===== src/tsq_pkg.sv =====
`timescale 1ns / 1ps
// ----------------------------------------------------------------------------
// tsq_pkg: shared types and constants of the two-stack queue
// Sizes, operation and status codes, controller states, and the command and
// status bundles that join the controller to the datapath.
// ----------------------------------------------------------------------------
package tsq_pkg;

  // Entries in each stack.
  localparam int DEPTH  = 128;
  localparam int ADDR_W = $clog2(DEPTH);
  localparam int CNT_W  = $clog2(DEPTH + 1);
  localparam int DATA_W = 32;

  // Operation codes carried on the input selector.
  typedef enum logic [1:0] {
    OP_ENQ  = 2'd0,
    OP_DEQ  = 2'd1,
    OP_PEEK = 2'd2,
    OP_NOP  = 2'd3
  } op_t;

  // Result status codes.
  typedef enum logic [1:0] {
    ST_OK    = 2'd0,
    ST_FULL  = 2'd1,
    ST_EMPTY = 2'd2,
    ST_RSVD  = 2'd3
  } status_t;

  // Kind of result the datapath builds when it loads the output register.
  typedef enum logic [1:0] {
    RSP_ENQ   = 2'd0,
    RSP_NOP   = 2'd1,
    RSP_EMPTY = 2'd2,
    RSP_TOP   = 2'd3
  } rsp_t;

  // Controller states.
  typedef enum logic [2:0] {
    S_IDLE,
    S_EXEC,
    S_MOVE,
    S_TOPRD,
    S_RESP
  } state_t;

  // Commands from the controller to the datapath.
  typedef struct packed {
    logic accept;    // capture the incoming item
    logic enq_push;  // write the held value on top of the input stack
    logic move_rd;   // pop the input stack top into the transfer register
    logic move_wr;   // push the transfer register onto the output stack
    logic top_rd;    // read the output stack top
    logic pop;       // drop the output stack top
    logic load_out;  // load the result register
    rsp_t rsp;       // kind of result to load
  } cmd_t;

  // Status from the datapath to the controller.
  typedef struct packed {
    op_t  op;        // opcode of the held item
    logic in_zero;   // input stack is empty
    logic in_full;   // input stack holds DEPTH entries
    logic out_zero;  // output stack is empty
    logic out_free;  // result register can take a new result
  } sts_t;

endpackage


===== src/tsq_ctrl.sv =====
`timescale 1ns / 1ps
// ----------------------------------------------------------------------------
// tsq_ctrl: queue operation sequencer
// Steps one item at a time through enqueue, refill of the output stack,
// top read and result hand-off, driving the datapath by commands.
// ----------------------------------------------------------------------------
module tsq_ctrl (
  input  logic          clk,
  input  logic          rst,
  input  logic          s_tvalid,
  output logic          s_tready,
  input  tsq_pkg::sts_t sts,
  output tsq_pkg::cmd_t cmd
);
  import tsq_pkg::*;

  state_t state, state_next;
  logic   pend, pend_next;   // a popped entry waits in the transfer register

  // State and transfer-pending registers.
  always_ff @(posedge clk) begin
    if (rst) begin
      state <= S_IDLE;
      pend  <= 1'b0;
    end else begin
      state <= state_next;
      pend  <= pend_next;
    end
  end

  // Next state and commands.
  always_comb begin
    state_next   = state;
    pend_next    = 1'b0;
    s_tready     = 1'b0;
    cmd          = '0;
    cmd.rsp      = RSP_NOP;
    case (state)
      S_IDLE: begin
        s_tready   = 1'b1;
        cmd.accept = s_tvalid;
        if (s_tvalid) begin
          state_next = S_EXEC;
        end
      end
      S_EXEC: begin
        if (sts.op == OP_DEQ || sts.op == OP_PEEK) begin
          if (!sts.out_zero) begin
            state_next = S_TOPRD;
          end else if (!sts.in_zero) begin
            state_next = S_MOVE;
          end else if (sts.out_free) begin
            cmd.load_out = 1'b1;
            cmd.rsp      = RSP_EMPTY;
            state_next   = S_IDLE;
          end
        end else if (sts.out_free) begin
          cmd.load_out = 1'b1;
          if (sts.op == OP_ENQ) begin
            cmd.enq_push = !sts.in_full;
            cmd.rsp      = RSP_ENQ;
          end else begin
            cmd.rsp = RSP_NOP;
          end
          state_next = S_IDLE;
        end
      end
      // Pop the input stack and push onto the output stack, one entry a
      // cycle, each read held in the transfer register and written the cycle after.
      S_MOVE: begin
        cmd.move_rd = !sts.in_zero;
        cmd.move_wr = pend;
        pend_next   = !sts.in_zero;
        if (sts.in_zero) begin
          state_next = S_TOPRD;
        end
      end
      S_TOPRD: begin
        cmd.top_rd = 1'b1;
        state_next = S_RESP;
      end
      S_RESP: begin
        if (sts.out_free) begin
          cmd.load_out = 1'b1;
          cmd.rsp      = RSP_TOP;
          cmd.pop      = (sts.op == OP_DEQ);
          state_next   = S_IDLE;
        end
      end
      default: begin
        state_next = S_IDLE;
      end
    endcase
  end

endmodule


===== config.mk =====
export PLATFORM = sky130hd
export DESIGN_NAME = tsq_ctrl
export DESIGN_NICKNAME = d
export VERILOG_FILES = /design/src/tsq_pkg.sv /design/src/tsq_ctrl.sv
export SDC_FILE = /design/constraint.sdc
export NUM_CORES = 1
export LEC_CHECK = 0
export BUFFER_PORTS_ARGS = -buffer_cell sky130_fd_sc_hd__buf_2
export CAP_MARGIN = 20
export CORE_AREA = 4 4 41 43
export CTS_BUF_LIST = sky130_fd_sc_hd__clkbuf_8
export DETAILED_ROUTE_END_ITERATION = 16
export DIE_AREA = 0 0 45 47
export GPL_TIMING_DRIVEN = 0
export PLACE_DENSITY = 0.59
export SLEW_MARGIN = 25
export SYNTH_ARGS = -nofsm -noshare
export SYNTH_HDL_FRONTEND = slang
export SYNTH_SLANG_ARGS = --single-unit

===== constraint.sdc =====
create_clock -name clk -period 2.4 [get_ports clk]
set_input_delay 0.24 -clock clk [delete_from_list [all_inputs] [get_ports clk]]
set_output_delay 0.24 -clock clk [all_outputs]
set_load 0.03 [all_outputs]

---- After elaboration in Yosys (flattened, before gate mapping) ----
Index checks and enable logic that the tools add are counted.
word-level totals
  bits in writable memories ............... 0
  bits in registers ....................... 4
  ROM bits ................................ 0
  output and inout bits ................... 10
  memories ................................ 0
  logic and storage cells ................. 42
  input bits .............................. 9
  latch bits .............................. 0
operators by class
  bitwise logic cells ..................... 1
  $lt $le $gt $ge ......................... 0
  add/subtract/negate cells ............... 0
  shift-type cells ........................ 0
  muxes and demuxes ....................... 24
  multiply operators ...................... 0
  equality and inequality tests ........... 8
  divide/modulo/power cells ............... 0
  reduce and logical (&&, ||, !) cells .... 7
operators by type and width
  cell                                                  number
  2-to-1 mux 3 bit                                      11
  case mux 3 bit (5 select lines)                       1
  2-to-1 mux 1 bit                                      9
  equality test 3 x 2 -> 1 bit (second input constant)  2
  case mux 3 bit (2 select lines)                       1
  2-to-1 mux 4 bit                                      1
  inequality test 2 bit (second input constant)         2
  equality test 3 x 1 -> 1 bit (second input constant)  1
  equality test 3 bit (second input constant)           1
  zero test 3 bit                                       1
  equality test 2 x 1 -> 1 bit (second input constant)  1
  equality test 2 bit (second input constant)           1
  zero test 1 bit                                       2
  zero test 2 bit                                       1
  2-to-1 mux 2 bit                                      1
  AND reduction 2 bit                                   1
  OR reduction 2 bit                                    1
  logical OR 1 bit                                      1
  inverter 1 bit                                        1

---- Longest topological paths before layout ----
  depth in word-level cells ............... 5
  gate-level depth with buffers ........... 5
  depth with buffers taken out ............ 5

---- Least setup slack after synthesis ----
OpenSTA, ideal clock, no wires.
  path kind ............................... register to output
  start ................................... register state[0]
  end ..................................... output port cmd[8] in the netlist's numbering
  stages on the path, launching flop included .. 3
  path buffers ............................ 0
  data required time ...................... 2,160 ps
  data arrival time ....................... 1,498 ps
  slack ................................... 662 ps
  cells stage by stage .................... dfxtp_1 -> nor3_1 -> and2_1
RTL lines
  item                    line            text
  from (decl)             tsq_ctrl.sv:17  state_t state, state_next;
  from (signal assigned)  tsq_ctrl.sv:26  state <= state_next;
  to (decl)               tsq_ctrl.sv:13  output tsq_pkg::cmd_t cmd

==> results.ini <==
[cts]
cts_tree = done
cts_sinks = 4
post_cts_buffers = 0
clk_path_buf_depth = 2
cts_hold_buf = 0
clkSlewWorstSetupHoldPaths_ns = 0.03
cts-root-buf = clkbuf_8
cts_made_buffers = 3
htreeDepth = 1
postCtsResizedCells = 0
clk_latency_ns = 0.21

[detailed_routing]
avgRoutedWirePerCell_um = 10.4
viasPerCell = 4.57
drc = 0
drt_wl_total_um = 804
firstDrtPassIters = 3
drtAntennaViolNets = 0
first_iter_violations = 10
routed-via-count = 352

[global_routing]
grt_pass1_vias = 303
grtUsageTotal = 0.0821
overflow = 0
grt_pass1_wl_mm = 1.19
grt_antenna_before_repair = 0
grt_max_degree = 9

[status]
outcome = finished clean

[yosys]
synthesis.nets = 52
synth_area_um2 = 327
synth-seq-cells = 4
avgSynthCellArea_um2 = 7.96
synthCells = 41
seq_area_frac_synth = 0.245
yosysWarnings = 0
synth_cell_types = 24

[place]
io_buffers = 18
gp_congestion = 0.674
hpwl_um = 649
place_ws_ns = 0.855
placed_area_um2 = 435

[pwr]
power_density_mw_per_mm2 = 593
irDropWorstVdd_uv = 255
leakage_nw = 0.250

[die]
num_rows = 13
core_area_mm2 = 0.00130
start_util = 0.251
ioPinCount = 19
die_area_mm2 = 0.00212
die_w_um = 45
chipHeight_um = 47

[timing]
timing.fmax_mhz = 619
fin_ws_ns = 0.784
tns_ns = 0
finalCritPeriodShare = 0.673
slew_headroom = 0.807
tightest_slew_ns = 0.289
slew_violations = 0
hold_viol = 0
skew_ns = 0.00178
worst_hold_slack_ns = 0.219
setup-violations-final = 0
rsz0062_at_grt = no
fin_crit_ns = 1.62

[layout]
area_growth_syn_to_layout_pct = 46.0
fillers = 157
drive_gt1_frac = 0.387
fin_nets = 75
antennaDiodeCount = 0
final_common_cell = buf_2
fin_area_um2 = 477
most-common-layout-cells = buf_2, inv_1, nor2b_1, dfxtp_1

[setup_path]
worstSetupStartpointType = flip-flop
end_kind = output port
critPathArrivalTime_ns = 1.38
path_class = flip-flop to output port
required_ns = 2.16
crit_fanout = 8

[worst_hold_path]
hold_class = primary input to flip-flop

[run]
maxCapViolCount = 0

-- where the power goes --
part	switching, mW	internal (mW)
clock	0.0301	0.106
combinational	0.0402	0.0285
sequential	0.00677	0.0709
total	0.0771	0.206
-- final timing paths --
kind                               start       end  slack, ns  cells after the start
worst max register to register  state[0]  state[0]       1.42                      3
worst max-delay path            state[0]    cmd[2]       0.78                      4
worst min-delay path                 rst  state[2]       0.22                      2
worst min register to register  state[1]  state[2]       0.60                      2
-- kinds of logic after synthesis --
logic type	after synthesis	share of synthesized area
adders and majority gates	2	0.0766
DFF	4	0.245
and+or+nand+nor	21	0.429
buffers and inverters	4	0.0460
AOI/OAI and AO/OA	10	0.203
-- critical path, stage by stage, from the launching register on --
cell and delay (ns):
dfxtp_1 0.44, nor2b_4 0.24, a21boi_1 0.18, o21a_1 0.12, buf_2 0.19
-- synthesized netlist by cell type, drive strengths merged --
master | count | area share
a21boi | 2 | 0.046
a21oi | 3 | 0.046
and2 | 2 | 0.042
and3 | 2 | 0.038
and4b | 1 | 0.031
dfxtp | 4 | 0.25
ha | 2 | 0.077
inv | 4 | 0.046
nand2 | 1 | 0.011
nand2b | 1 | 0.027
nand4b | 1 | 0.027
nor2 | 3 | 0.034
nor2b | 5 | 0.12
nor3 | 2 | 0.031
nor3b | 1 | 0.023
nor4 | 1 | 0.019
nor4b | 1 | 0.027
o211a | 1 | 0.031
o211ai | 1 | 0.023
o21a | 1 | 0.023
o21ai | 1 | 0.015
o22ai | 1 | 0.019
-- registers in the layout, summed over array words and instances (netlist names) --
name and flops:
pend 1, state 3
-- area by class of cell --
class	count	area [µm²]	share of cell area
repair buffers	18	90.1	0.189
clock buffers	3	41.3	0.0866
flip-flops and latches	4	80.1	0.168
inverters	4	15.0	0.0315
multi-input cells	33	231	0.486
well taps	15	18.8	0.0394
-- metal layers --
layer,track usage,part of all wire,up-vias
met3,0.0575,0.077,0
met4,0.0351,0,0
li1,-,-,191
met1,0.0841,0.44,153
met2,0.130,0.48,8
met5,0,0,-
-- through the flow --
stage,instances,util,power (mW)
6_report,77,0.366,0.283
3_3_place_gp,74,0.335,0.148
5_1_grt,77,0.366,0.304
4_1_cts,77,0.366,0.289
3_5_place_dp,74,0.335,0.148
2_1_floorplan,41,-,0.125
No activity file was read; power rests on OpenSTA's default activity.
